<file path="config.mk">
export PLATFORM = sky130hd
export DESIGN_NAME = integer_to_radix_ascii_core_flat
export DESIGN_NICKNAME = d
export VERILOG_FILES = /design/src/rtl/core/itra_pkg.sv /design/src/rtl/core/itra_if.sv /design/src/rtl/core/integer_to_radix_ascii_core.sv /design/src/flat_wrapper.sv
export VERILOG_INCLUDE_DIRS = /design/src /design/src/rtl/core
export SDC_FILE = /design/constraint.sdc
export NUM_CORES = 1
export LEC_CHECK = 0
export ABC_AREA = 1
export BUFFER_PORTS_ARGS = -buffer_cell sky130_fd_sc_hd__buf_2
export CAP_MARGIN = 20
export CORE_MARGIN = 2
export CORE_UTILIZATION = 55
export CTS_BUF_LIST = sky130_fd_sc_hd__clkbuf_4
export DETAILED_ROUTE_END_ITERATION = 6
export MAX_ROUTING_LAYER = met4
export PLACE_DENSITY_LB_ADDON = 0.08
export SLEW_MARGIN = 20
export SYNTH_ARGS = -nofsm -noshare
export SYNTH_HDL_FRONTEND = slang
export SYNTH_SLANG_ARGS = --single-unit
</file>
<file path="constraint.sdc">
create_clock -name clk_i -period 10.65 [get_ports clk_i]
set_input_delay 0.5325 -clock clk_i [delete_from_list [all_inputs] [get_ports clk_i]]
set_output_delay 0.5325 -clock clk_i [all_outputs]
set_load 0.02 [all_outputs]
</file>
<file path="src/rtl/core/integer_to_radix_ascii_core_defines.svh">
// assertion macros for the radix text converter
// no dependencies; included by the top level
`ifndef INTEGER_TO_RADIX_ASCII_CORE_DEFINES_SVH
`define INTEGER_TO_RADIX_ASCII_CORE_DEFINES_SVH

// same-cycle implication under the active-low reset
`define ITRA_ASSERT_NOW(label, clk, rst_n, ante, cons) \
  label: assert property (@(posedge clk) disable iff (!(rst_n)) (ante) |-> (cons)) \
    else $error("itra: check failed");

// next-cycle implication under the active-low reset
`define ITRA_ASSERT_NEXT(label, clk, rst_n, ante, cons) \
  label: assert property (@(posedge clk) disable iff (!(rst_n)) (ante) |=> (cons)) \
    else $error("itra: check failed");

`endif

</file>
<file path="src/rtl/core/itra_pkg.sv">
// shared types, constants and helpers of the radix text converter
// no dependencies
package itra_pkg;

  localparam int MagW   = 32;
  localparam int CharW  = 8;
  localparam int DigW   = 6;
  localparam int CfgIdxW = 1;
  localparam int CfgDataW = 6;

  localparam logic [CharW-1:0] MinusChar = 8'h2D;
  localparam logic [CharW-1:0] ZeroChar  = 8'h30;
  localparam logic [CharW-1:0] UpperA    = 8'h41;
  localparam logic [CharW-1:0] LowerA    = 8'h61;
  localparam logic [DigW-1:0]  RadixMin  = 6'd2;
  localparam logic [DigW-1:0]  RadixMax  = 6'd36;
  localparam logic [DigW-1:0]  RadixReset = 6'd10;

  typedef enum logic [CfgIdxW-1:0] {
    CFG_RADIX = 1'b0,
    CFG_UPPER = 1'b1
  } cfg_idx_e;

  typedef enum logic [1:0] {
    ST_IDLE,
    ST_CONV,
    ST_DIGITS
  } itra_state_e;

  // clamp the radix register into 2..36
  function automatic logic [DigW-1:0] eff_radix(input logic [DigW-1:0] r);
    logic [DigW-1:0] res;
    if (r < RadixMin) begin
      res = RadixMin;
    end else if (r > RadixMax) begin
      res = RadixMax;
    end else begin
      res = r;
    end
    return res;
  endfunction

  // digit value to ascii symbol
  function automatic logic [CharW-1:0] digit_char(input logic [DigW-1:0] d,
                                                  input logic upper);
    logic [CharW-1:0] res;
    if (d < 6'd10) begin
      res = ZeroChar + {2'b00, d};
    end else begin
      res = (upper ? UpperA : LowerA) + {2'b00, d} - 8'd10;
    end
    return res;
  endfunction

endpackage

</file>
<file path="src/rtl/core/itra_if.sv">
// valid/ready channel interfaces for input and result items
// depends on itra_pkg
interface itra_in_if;
  import itra_pkg::*;
  logic            valid;
  logic            ready;
  logic [MagW-1:0] magnitude;
  logic            negative;

  modport source (output valid, output magnitude, output negative, input ready);
  modport sink (input valid, input magnitude, input negative, output ready);
endinterface

interface itra_out_if;
  import itra_pkg::*;
  logic             valid;
  logic             ready;
  logic [CharW-1:0] character;
  logic             last;

  modport source (output valid, output character, output last, input ready);
  modport sink (input valid, input character, input last, output ready);
endinterface

</file>
<file path="src/rtl/core/integer_to_radix_ascii_core.sv">
// Radix text converter. Takes an unsigned magnitude and a sign flag and emits
// its ASCII text in the configured radix (2..36), '-' first when negative,
// digits most significant first, last character marked. The magnitude is
// shifted bit-serially, MSB first, into a row of digit cells that each double
// their digit and add the carry of the cell below, with carries registered
// between cells. B = min(VALUE_BITS, 32) input bits are shifted in and the row
// has N = B digit cells; once the carry has travelled the row, the row is
// shifted out one digit per cycle while the result register is free, leading
// zeros skipped. A waiting result that blocks the result register holds the
// shifting. The '-' is sent while the conversion runs when the result register
// is free, else before the first digit. One item is in work at a time.
// depends on itra_pkg, itra_if and integer_to_radix_ascii_core_defines.svh
`include "integer_to_radix_ascii_core_defines.svh"

module integer_to_radix_ascii_core #(
  parameter int VALUE_BITS = 32
) (
  input  logic                          clk_i,
  input  logic                          rst_ni,
  input  logic                          cfg_we_i,
  input  logic [itra_pkg::CfgIdxW-1:0]  cfg_idx_i,
  input  logic [itra_pkg::CfgDataW-1:0] cfg_data_i,
  itra_in_if.sink                       in_i,
  itra_out_if.source                    out_o
);
  import itra_pkg::*;

  localparam int UsedBits = (VALUE_BITS < MagW) ? VALUE_BITS : MagW;
  localparam int NDig     = UsedBits;
  localparam int CntW     = $clog2(UsedBits + 1);
  localparam int RemW     = $clog2(NDig + 1);

  // configuration registers
  logic [DigW-1:0] radix_q;
  logic            upper_q;

  always_ff @(posedge clk_i or negedge rst_ni) begin
    if (!rst_ni) begin
      radix_q <= RadixReset;
      upper_q <= 1'b0;
    end else if (cfg_we_i) begin
      case (cfg_idx_i)
        CFG_RADIX: radix_q <= cfg_data_i;
        CFG_UPPER: upper_q <= cfg_data_i[0];
        default: ;
      endcase
    end
  end

  logic [DigW-1:0] radix_eff;
  assign radix_eff = eff_radix(radix_q);

  // control state
  itra_state_e state_q, state_d;
  logic [CntW-1:0] cnt_q, cnt_d;
  logic [RemW-1:0] rem_q, rem_d;
  logic            sign_q, sign_d;
  logic            started_q, started_d;
  logic [NDig-1:0] en_q;

  // datapath registers
  logic [UsedBits-1:0] val_q;
  logic [DigW-1:0]     dig_q [NDig];
  logic [NDig-1:0]     carry_q;

  // output register
  logic             out_valid_q;
  logic [CharW-1:0] out_char_q;
  logic             out_last_q;

  logic             in_acc, slot_free, load_out, shift_row, en0;
  logic [CharW-1:0] load_char;
  logic             load_last;

  assign in_i.ready = (state_q == ST_IDLE);
  assign in_acc     = in_i.valid && in_i.ready;
  assign slot_free  = !out_valid_q || out_o.ready;
  assign en0        = (state_q == ST_CONV) && (cnt_q != CntW'(UsedBits));

  // digit cells: d = 2d + carry_in, reduced by the radix
  logic [DigW-1:0] cell_d  [NDig];
  logic [NDig-1:0] cell_c;
  logic [NDig-1:0] cell_en;

  always_comb begin
    for (int i = 0; i < NDig; i++) begin
      logic [DigW:0] t;
      logic          cin;
      if (i == 0) begin
        cin        = val_q[UsedBits-1];
        cell_en[i] = en0;
      end else begin
        cin        = carry_q[i-1];
        cell_en[i] = en_q[i-1];
      end
      t         = {dig_q[i], cin};
      cell_c[i] = (t >= {1'b0, radix_eff});
      cell_d[i] = cell_c[i] ? DigW'(t - {1'b0, radix_eff}) : DigW'(t);
    end
  end

  // next state and result selection
  always_comb begin
    state_d   = state_q;
    cnt_d     = cnt_q;
    rem_d     = rem_q;
    sign_d    = sign_q;
    started_d = started_q;
    load_out  = 1'b0;
    load_char = MinusChar;
    load_last = 1'b0;
    shift_row = 1'b0;
    case (state_q)
      ST_IDLE: begin
        if (in_acc) begin
          state_d   = ST_CONV;
          cnt_d     = '0;
          rem_d     = RemW'(NDig);
          sign_d    = in_i.negative;
          started_d = 1'b0;
        end
      end
      ST_CONV: begin
        if (en0) begin
          cnt_d = cnt_q + 1'b1;
        end
        if (sign_q && slot_free) begin
          load_out = 1'b1;
          sign_d   = 1'b0;
        end
        // top cell just did its final update
        if (en_q[NDig-1] && !cell_en[NDig-1]) begin
          state_d = ST_DIGITS;
        end
      end
      ST_DIGITS: begin
        if (sign_q) begin
          if (slot_free) begin
            load_out = 1'b1;
            sign_d   = 1'b0;
          end
        end else if (started_q || (dig_q[NDig-1] != '0) || (rem_q == RemW'(1))) begin
          if (slot_free) begin
            load_out  = 1'b1;
            load_char = digit_char(dig_q[NDig-1], upper_q);
            load_last = (rem_q == RemW'(1));
            shift_row = 1'b1;
            started_d = 1'b1;
            rem_d     = rem_q - 1'b1;
            if (rem_q == RemW'(1)) begin
              state_d = ST_IDLE;
            end
          end
        end else begin
          // leading zero, dropped
          shift_row = 1'b1;
          rem_d     = rem_q - 1'b1;
        end
      end
      default: state_d = ST_IDLE;
    endcase
  end

  always_ff @(posedge clk_i or negedge rst_ni) begin
    if (!rst_ni) begin
      state_q   <= ST_IDLE;
      cnt_q     <= '0;
      rem_q     <= '0;
      sign_q    <= 1'b0;
      started_q <= 1'b0;
      en_q      <= '0;
    end else begin
      state_q   <= state_d;
      cnt_q     <= cnt_d;
      rem_q     <= rem_d;
      sign_q    <= sign_d;
      started_q <= started_d;
      en_q      <= in_acc ? '0 : cell_en;
    end
  end

  // value shifter and digit row
  always_ff @(posedge clk_i) begin
    if (in_acc) begin
      val_q   <= in_i.magnitude[UsedBits-1:0];
      carry_q <= '0;
      for (int i = 0; i < NDig; i++) begin
        dig_q[i] <= '0;
      end
    end else if (state_q == ST_CONV) begin
      val_q   <= val_q << 1;
      carry_q <= cell_c;
      for (int i = 0; i < NDig; i++) begin
        if (cell_en[i]) begin
          dig_q[i] <= cell_d[i];
        end
      end
    end else if (shift_row) begin
      dig_q[0] <= '0;
      for (int i = 1; i < NDig; i++) begin
        dig_q[i] <= dig_q[i-1];
      end
    end
  end

  // result register
  always_ff @(posedge clk_i or negedge rst_ni) begin
    if (!rst_ni) begin
      out_valid_q <= 1'b0;
    end else if (load_out) begin
      out_valid_q <= 1'b1;
    end else if (out_o.ready) begin
      out_valid_q <= 1'b0;
    end
  end

  always_ff @(posedge clk_i) begin
    if (load_out) begin
      out_char_q <= load_char;
      out_last_q <= load_last;
    end
  end

  assign out_o.valid     = out_valid_q;
  assign out_o.character = out_char_q;
  assign out_o.last      = out_last_q;

  // checks
  `ITRA_ASSERT_NEXT(a_acc_starts_conv, clk_i, rst_ni, in_acc, state_q == ST_CONV && en_q == '0)
  `ITRA_ASSERT_NEXT(a_last_ends_item, clk_i, rst_ni, load_out && load_last, state_q == ST_IDLE)
  `ITRA_ASSERT_NOW(a_digits_pending, clk_i, rst_ni, state_q == ST_DIGITS, rem_q != '0)
  `ITRA_ASSERT_NEXT(a_out_held, clk_i, rst_ni, out_valid_q && !out_o.ready, out_valid_q && $stable(out_char_q) && $stable(out_last_q))

endmodule
</file>
<file path="src/flat_wrapper.sv">
// flat-port wrapper written by rule: the top's interface ports become plain ports
module integer_to_radix_ascii_core_flat import itra_pkg::*;
#(
  parameter int VALUE_BITS = 32
)
  (clk_i, rst_ni, cfg_we_i, cfg_idx_i, cfg_data_i, in_i_valid, in_i_magnitude, in_i_negative, in_i_ready, out_o_valid, out_o_character, out_o_last, out_o_ready);
  itra_in_if in_i_i ();
  itra_out_if out_o_i ();
  input  logic clk_i;
  input  logic rst_ni;
  input  logic cfg_we_i;
  input  logic [itra_pkg::CfgIdxW-1:0] cfg_idx_i;
  input  logic [itra_pkg::CfgDataW-1:0] cfg_data_i;
  input wire logic [$bits(in_i_i.valid)-1:0] in_i_valid;
  input wire logic [$bits(in_i_i.magnitude)-1:0] in_i_magnitude;
  input wire logic [$bits(in_i_i.negative)-1:0] in_i_negative;
  output wire logic [$bits(in_i_i.ready)-1:0] in_i_ready;
  output wire logic [$bits(out_o_i.valid)-1:0] out_o_valid;
  output wire logic [$bits(out_o_i.character)-1:0] out_o_character;
  output wire logic [$bits(out_o_i.last)-1:0] out_o_last;
  input wire logic [$bits(out_o_i.ready)-1:0] out_o_ready;
  assign in_i_i.valid = in_i_valid;
  assign in_i_i.magnitude = in_i_magnitude;
  assign in_i_i.negative = in_i_negative;
  assign in_i_ready = in_i_i.ready;
  assign out_o_valid = out_o_i.valid;
  assign out_o_character = out_o_i.character;
  assign out_o_last = out_o_i.last;
  assign out_o_i.ready = out_o_ready;
  integer_to_radix_ascii_core #(.VALUE_BITS(VALUE_BITS)) u_core (.clk_i(clk_i), .rst_ni(rst_ni), .cfg_we_i(cfg_we_i), .cfg_idx_i(cfg_idx_i), .cfg_data_i(cfg_data_i), .in_i(in_i_i), .out_o(out_o_i));
endmodule
</file>
==> results of run 1 <==
report_power, final:
group | internal, µW | switching, µW
registers | 2120 | 399
clock network | 666 | 589
logic | 1750 | 3190
total | 4540 | 4180
cell usage after synthesis, types with 6 or more instances:
cell type,number
sky130_fd_sc_hd__nand3_2,6
sky130_fd_sc_hd__buf_1,6
sky130_fd_sc_hd__xor2_1,31
sky130_fd_sc_hd__nor3_1,23
sky130_fd_sc_hd__nand4_1,157
sky130_fd_sc_hd__clkbuf_1,19
sky130_fd_sc_hd__dfxtp_1,31
sky130_fd_sc_hd__inv_1,483
sky130_fd_sc_hd__a21oi_1,101
sky130_fd_sc_hd__nand3_1,269
sky130_fd_sc_hd__edfxtp_1,233
sky130_fd_sc_hd__buf_6,6
sky130_fd_sc_hd__o21ai_0,183
sky130_fd_sc_hd__or2_2,32
sky130_fd_sc_hd__ha_1,213
sky130_fd_sc_hd__xnor2_1,52
sky130_fd_sc_hd__o21ai_1,6
sky130_fd_sc_hd__nor2_1,292
sky130_fd_sc_hd__dfrtp_1,54
sky130_fd_sc_hd__nand3b_1,21
sky130_fd_sc_hd__o21a_1,6
sky130_fd_sc_hd__buf_2,36
sky130_fd_sc_hd__fa_1,33
sky130_fd_sc_hd__nor2_2,6
sky130_fd_sc_hd__nand2_1,1088
sky130_fd_sc_hd__nor3b_1,7
layer usage:
layer  up-vias  routed length [µm]  global-route usage
li1      11652                   -                   -
met1     10719               29140              0.3589
met2       635               31010              0.4802
met3       167                3716             0.04616
met4         0                1896              0.1109
met5         -                   0                   -
layout make-up:
type	instances	share of cell area
clock inverter	30	0.006916
multi-input combinational	2561	0.5059
sequential	320	0.3259
clock buffer	144	0.03905
antenna	1	0.00009040
timing repair buffer	111	0.02884
inverter	487	0.06613
tap	600	0.02712
worst paths after layout:
check / slack [ps] / end / start / cells after the start
min: 80 / u_core.started_q / in_i_valid / 3
max: 6280 / u_core.dig_q[0][34] / u_core.radix_q[1] / 17
min reg2reg: 480 / u_core.en_q[21] / u_core.en_q[20] / 2
max reg2reg: 6280 / u_core.dig_q[0][34] / u_core.radix_q[1] / 17
max in group asynchronous: 9690 / u_core.en_q[19] / rst_ni / 2
min in group asynchronous: 310 / u_core.en_q[31] / rst_ni / 2
kinds of logic after synthesis:
group	Yosys count
compound gates	322
xor+xnor	83
fa+ha+maj	246
buf+inv	557
flops	320
mux	2
simple gates	1908
metrics by stage:
stage / setup WS, ps / area [µm²] / instances
final: 6283 / 27680 / 4254
after detailed placement: 6284 / 25990 / 4037
after global routing: 6025 / 27680 / 4254
after floorplan: 5014 / 25180 / 3438
after global placement: 6326 / 25990 / 4037
after CTS: 6267 / 27670 / 4252
worst min-delay path: cells and delay by family:
kind                   cells  cell delay [ps]
and+or+nand+nor            1              100
AOI/OAI and AO/OA          1              160
buffers and inverters      1              100
flip-flops by register name, indices dropped and copies added, names as in the netlist:
signal / flops
u_core.dig_q: 192
u_core.en_q: 32
u_core.val_q: 32
u_core.carry_q: 31
u_core.out_o.character: 8
u_core.cnt_q: 6
u_core.radix_q: 6
u_core.rem_q: 6
u_core.state_q: 2
u_core.out_o.last: 1
u_core.out_o.valid: 1
u_core.sign_q: 1
u_core.started_q: 1
u_core.upper_q: 1
repair_timing:
action / in CTS / in global routing
setup buffers: 0 / 0
hold buffers: 41 / 0
hold endpoints to repair: 93 / 0
==> summary.txt, run 1 <==
Pwr
  • LEAKAGE: 0.01365 µW
  • Power Total: 8719 µW
  • Power per Cell Area: 315.0 nW/µm²
  • Worst vdd ir: 0.0001489 V

Timing
  • Top achievable clock speed: 0.2290 GHz
  • Fin Hold WS: 79.35 ps
  • Normalized max-slew margin: 0.3296
  • Unrepaired setup endpoints after global routing: false
  • Final worst path period need: 4367 ps
  • Post-Route Setup TNS: 0 ps
  • Final setup vio count: 0
  • Share of the cycle needed by the critical path after routing: 0.4101
  • Hold Vio Cnt, Final: 0
  • Least-Margin Pin Slew: 1006 ps
  • Max-slew violation total from the final report: 0
  • Final setup skew: 65.56 ps

Floorplanning
  • Initial core utilization: 0.5561
  • Die Height: 218.0 µm
  • I/O Pins: 56
  • Area of the core: 45280 µm²
  • Die width: 218.0 µm
  • Die ar.: 47510 µm²
  • Rows: 78

Clock tree
  • Clock tree from TritonCTS: built
  • Clock sink total: 320
  • Number of CTS-inserted buffers: 93
  • Number of instances resized during post-cts repair: 0
  • Worst skew pair latency: 860 ps
  • Maximum number of buffers from clock root to sink: 3
  • Root buffer selected by CTS: sky130_fd_sc_hd__clkbuf_4
  • Clk pin slew, worst setup/hold paths: 60 ps
  • Deepest level of the CTS H-tree: 3

Final layout
  • Number of nets in the layout: 3865
  • Commonest cells after routing, fill and taps aside: 1086 x sky130_fd_sc_hd__nand2_1, 480 x sky130_fd_sc_hd__inv_1, 290 x sky130_fd_sc_hd__nor2_1
  • Relative area change from synthesis to final layout: 9.922%
  • Sequential cell area: 9021 µm²
  • Post-layout util: 0.6113
  • Layout cell share with drive strength beyond 1: 0.08130
  • Most frequent standard cell in the layout excluding fill and tap cells: sky130_fd_sc_hd__nand2_1
  • Combined area of the multi-input logic cells: 14000 µm²
  • Layout filler cell count: 4198

Synth
  • Area fraction in compound gates after synthesis: 0.06738
  • Post-Synthesis Cells: 3438
  • Number of synthesized flops with an enable pin: 233
  • Combinational family with the most area after synthesis: simple AND/OR/NAND/NOR gates
  • Flip-flop cell with the highest count after synthesis: sky130_fd_sc_hd__edfxtp_1
  • Synth Area per Inst: 7.325 µm²
  • Xor and xnor area share after synthesis: 0.02887
  • Proportion of register bits with asynchronous set or reset after synthesis: 0.1750
  • Synthesized-area fraction occupied by adder cells: 0.1321
  • Mux share of post-synthesis cell area: 0.0008944
  • Cell type with the highest aggregate area in the netlist: sky130_fd_sc_hd__edfxtp_1
  • Flops & latches, synth: 320
  • Sequential element share of the synthesized area: 0.3582
  • Cell area after synthesis: 25180 µm²
  • Ranking of synthesized cells by area: sky130_fd_sc_hd__edfxtp_1 28%, sky130_fd_sc_hd__nand2_1 16%, sky130_fd_sc_hd__ha_1 11%
  • Number of distinct library cell variants in the gate-level netlist after synthesis: 46
  • Net Count, Synth: 3729
  • Yosys warning total: 0
  • Share of the synthesized area in the top cell type: 0.2778
  • Simple-gate area share of the yosys netlist: 0.3255

Placement
  • Number of port buffers: 55
  • Gp weighted congestion: 0.9048
  • Detail Placement HPWL: 43510 µm

Critical path
  • CP most frequent cell: sky130_fd_sc_hd__nand2_1
  • Cell with the largest stage delay on the worst path: sky130_fd_sc_hd__buf_4
  • Crit path DAT: 4930 ps
  • Critical path launch point type: flip-flop
  • Worst path required time: 11210 ps
  • Critical setup path kind: flip-flop to flip-flop
  • Critical path capture point type: flip-flop
  • Biggest fanout along the worst timing path: 35
  • Critical path, cell by cell: nor2_1 > nor2_1 > inv_1 > a21oi_1 > inv_1 > a21oi_4 > buf_4 > inv_2 > buf_4 > fa_1 > or2_2 > nand3_1 > nand2_1 > nand2_1 > nand2_1 > nand2_1 > o21ai_0
  • Count of buffering cells on the critical path with inverters included: 5
  • Kind of cell with the highest combined delay on the critical path: buffers and inverters
  • Slowest stage delay, CP: 580 ps

GRT
  • Global-route wire length before repair: 109700 µm
  • Via count of the first global-routing pass: 22877
  • Overall overflow remaining after global route: 0
  • Number of antenna violations at the first check in global routing: 1
  • Combined global-route utilization of all metal layers: 0.2908
  • Largest net degree at the start of global routing: 90

Route
  • Via count: 23173
  • Detailed-route wire length per cell: 15.46 µm
  • DRC errors left: 0
  • Total Routed Length: 65770 µm
  • 1st-iter DRT viols: 1529
  • Via/cell ratio: 5.447
  • Detailed-router iteration count before antenna repair: 6
  • Antenna Nets Post-Route: 0

Run
  • Number of max-cap violations: 0

Worst hold path
  • HP Class: input pin to flip-flop

Status
  • Status: finished, final reports clean
No activity file was read; power rests on OpenSTA's default activity.
==> inputs of run 2 (changes only) <==
ABC_AREA = 0   (was 1)
clock period = 4 ns   (was 10.65 ns; I/O delays follow)
==> run 2 against run 1 <==
Effect of this change:
- sequential share of layout area is 1.0 points higher
- core utilization is 1.2 points higher
- fmax rose by 15%
- sequential power grew to 2.8 times the previous value
==> summary.txt, run 2 <==
Clock tree
  • Clock tree from TritonCTS: built
  • Clk pin slew, worst setup/hold paths: 70 ps
  • Number of buffers inserted for hold repair after clock tree synthesis: 55
  • Maximum number of buffers from clock root to sink: 3
  • Worst skew pair latency: 830 ps
  • Number of CTS-inserted buffers: 94
  • Number of instances resized during post-cts repair: 0
  • Post-CTS Setup Repair Bufs: 0
  • Deepest level of the CTS H-tree: 3
  • Clock sink total: 320
  • Root buffer selected by CTS: sky130_fd_sc_hd__clkbuf_4

Route
  • Routed metal-1 wire length: 28770 µm
  • DRC errors left: 0
  • Via count: 20554
  • Detailed-router iteration count before antenna repair: 6
  • Length of routed met3 wiring: 3198 µm
  • Highest metal layer used by the detailed router: met4
  • Detailed-route wire length per cell: 19.54 µm
  • Total Routed Length: 65530 µm
  • Antenna Nets Post-Route: 0
  • Via/cell ratio: 6.128
  • 1st-iter DRT viols: 1467
  • Routed length on met2: 31480 µm

Pwr
  • LEAKAGE: 0.01130 µW
  • Worst vdd ir: 0.0004262 V
  • Power per Cell Area: 933.7 nW/µm²

Final layout
  • Biggest register: u_core.dig_q
  • Number of nets in the layout: 2978
  • Largest register FFs: 192
  • Commonest cells after routing, fill and taps aside: 362 x sky130_fd_sc_hd__nand2_1, 233 x sky130_fd_sc_hd__edfxtp_1, 212 x sky130_fd_sc_hd__ha_1
  • Layout cell share with drive strength beyond 1: 0.1214
  • Layout filler cell count: 3694
  • Relative area change from synthesis to final layout: 11.96%
  • Leading registers by flop count: u_core.dig_q x192, u_core.en_q x32, u_core.val_q x32
  • Post-route cell area: 26850 µm²
  • Most frequent standard cell in the layout excluding fill and tap cells: sky130_fd_sc_hd__nand2_1

GRT
  • Combined global-route utilization of all metal layers: 0.2988
  • Largest net degree at the start of global routing: 58
  • Global-route wire length before repair: 104500 µm
  • Overall overflow remaining after global route: 0
  • Via count of the first global-routing pass: 20402
  • Number of antenna violations at the first check in global routing: 1

Critical path
  • Crit path DAT: 4340 ps
  • Critical setup path kind: flip-flop to flip-flop
  • Biggest fanout along the worst timing path: 11
  • Critical path launch point type: flip-flop
  • Worst path required time: 4550 ps
  • Critical path capture point type: flip-flop

Timing
  • Unrepaired setup endpoints after global routing: false
  • Max-slew violation total from the final report: 0
  • Final setup vio count: 0
  • Final setup skew: 41.53 ps
  • Normalized max-slew margin: 0.3555
  • Top achievable clock speed: 0.2640 GHz
  • Least-Margin Pin Slew: 963.0 ps
  • Share of the cycle needed by the critical path after routing: 0.9470
  • Post-route setup slack: 212.0 ps
  • Post-Route Setup TNS: 0 ps
  • Final worst path period need: 3788 ps
  • Hold Vio Cnt, Final: 0

Synth
  • Yosys warning total: 0
  • Number of distinct library cell variants in the gate-level netlist after synthesis: 84
  • Share of the synthesized area in the top cell type: 0.2918
  • Number of synthesized flops with an enable pin: 233
  • Proportion of register bits with asynchronous set or reset after synthesis: 0.1750
  • Top-count cell post-synth: sky130_fd_sc_hd__nand2_1
  • Synth Area per Inst: 9.493 µm²
  • Ranking of synthesized cells by area: sky130_fd_sc_hd__edfxtp_1 29%, sky130_fd_sc_hd__ha_1 11%, sky130_fd_sc_hd__nand2_1 5.7%
  • Cell type with the highest aggregate area in the netlist: sky130_fd_sc_hd__edfxtp_1
  • Flip-flop cell with the highest count after synthesis: sky130_fd_sc_hd__edfxtp_1
  • Post-Synthesis Cells: 2526
  • Net Count, Synth: 2817
  • Cell area after synthesis: 23980 µm²
  • Top cell types by occurrence after synthesis: 365 x sky130_fd_sc_hd__nand2_1, 233 x sky130_fd_sc_hd__edfxtp_1, 213 x sky130_fd_sc_hd__ha_1
  • Flops & latches, synth: 320
  • Sequential element share of the synthesized area: 0.3762

Run
  • Number of max-cap violations: 0

Placement
  • Number of port buffers: 55
  • Gp weighted congestion: 0.9090
  • Post-Place Setup Slack: 252.2 ps
  • Detail Placement HPWL: 42780 µm
  • Area after DPL: 25020 µm²

Floorplanning
  • Die width: 212.8 µm
  • Rows: 76
  • I/O Pins: 56
  • Die ar.: 45280 µm²
  • Die Height: 212.8 µm
  • Area of the core: 43080 µm²
  • Initial core utilization: 0.5567

Worst hold path
  • HP Class: input pin to flip-flop

Status
  • Status: finished, final reports clean
-- run 2: cell count changes after synthesis, moves of 67 or more --
cell / delta
sky130_fd_sc_hd__nand4_1: -140
sky130_fd_sc_hd__mux2i_1: +96
sky130_fd_sc_hd__nor2_1: -118
sky130_fd_sc_hd__nand2_1: -723
sky130_fd_sc_hd__nor2b_1: +67
sky130_fd_sc_hd__nand3_1: -229
sky130_fd_sc_hd__inv_1: -370
-- run 2: layout make-up --
cell class	count	area, µm²	share of cell area
Clock inverter	29	163.9	0.006105
Clock buffer	148	1111	0.04138
Multi-Input combinational cell	2010	14200	0.5288
Sequential cell	320	9021	0.3360
Timing Repair Buffer	147	1194	0.04446
Antenna cell	1	2.502	0.00009321
Inverter	114	427.9	0.01594
Tap cell	585	732.0	0.02726
-- run 2: worst max-delay path, cell delays in order, from the launching register on --
cell	delay, ps
sky130_fd_sc_hd__dfrtp_1	410
sky130_fd_sc_hd__or2_2	350
sky130_fd_sc_hd__nor2_1	340
sky130_fd_sc_hd__o211a_2	580
sky130_fd_sc_hd__buf_4	290
sky130_fd_sc_hd__ha_1	220
sky130_fd_sc_hd__nor2b_1	70
sky130_fd_sc_hd__o21ai_0	310
sky130_fd_sc_hd__a31oi_1	300
sky130_fd_sc_hd__or3_1	390
sky130_fd_sc_hd__a32o_1	250
-- run 2: worst paths after layout --
check                      slack, ps               from                   to  depth (start not counted)
max                              210  u_core.radix_q[4]  u_core.dig_q[2][42]                         10
min                              170      cfg_data_i[0]    u_core.radix_q[0]                          3
max reg2reg                      210  u_core.radix_q[4]  u_core.dig_q[2][42]                         10
min reg2reg                      460    u_core.en_q[24]      u_core.en_q[25]                          1
max in group asynchronous       2210             rst_ni      u_core.en_q[27]                          4
min in group asynchronous        550             rst_ni   u_core.out_o.valid                          3
-- run 2: stage by stage --
step | util | hold slack [ps] | std cells | total power, µW
after floorplan | - | -95.59 | 2526 | 17800
after global placement | 0.5808 | 354.8 | 3121 | 20930
after detailed placement | 0.5808 | 361.0 | 3121 | 21420
after CTS | 0.6232 | 118.3 | 3353 | 24970
after global routing | 0.6233 | 170.9 | 3354 | 27110
final | 0.6233 | 169.4 | 3354 | 25070
-- run 2: routing by layer --
layer / vias up / global-route usage
li1: 9817 / -
met1: 9973 / 0.3759
met2: 595 / 0.4878
met3: 169 / 0.04045
met4: 0 / 0.1235
met5: - / -
-- run 2: cells by family (layout without fill, tap and decap cells) --
| kind of cell | after synthesis | count (layout) | share of synthesized area |
|---|---|---|---|
| xor gates and xnor gates | 73 | 73 | 0.02666 |
| muxes | 117 | 117 | 0.04993 |
| AOI/OAI and AO/OA | 640 | 640 | 0.1876 |
| adders and majority gates | 246 | 246 | 0.1387 |
| and+or+nand+nor | 934 | 934 | 0.1869 |
| DFF | 320 | 320 | 0.3762 |
| other | 0 | 1 | 0 |
| buffers and inverters | 196 | 438 | 0.03402 |
-- run 2: report_power, final --
part / leakage (µW) / switching (µW) / internal (µW) / total [µW]
registers: 0.00325 / 1210 / 5840 / 7050
clock network: 0.000759 / 1570 / 1800 / 3370
logic: 0.00729 / 8500 / 6140 / 14600
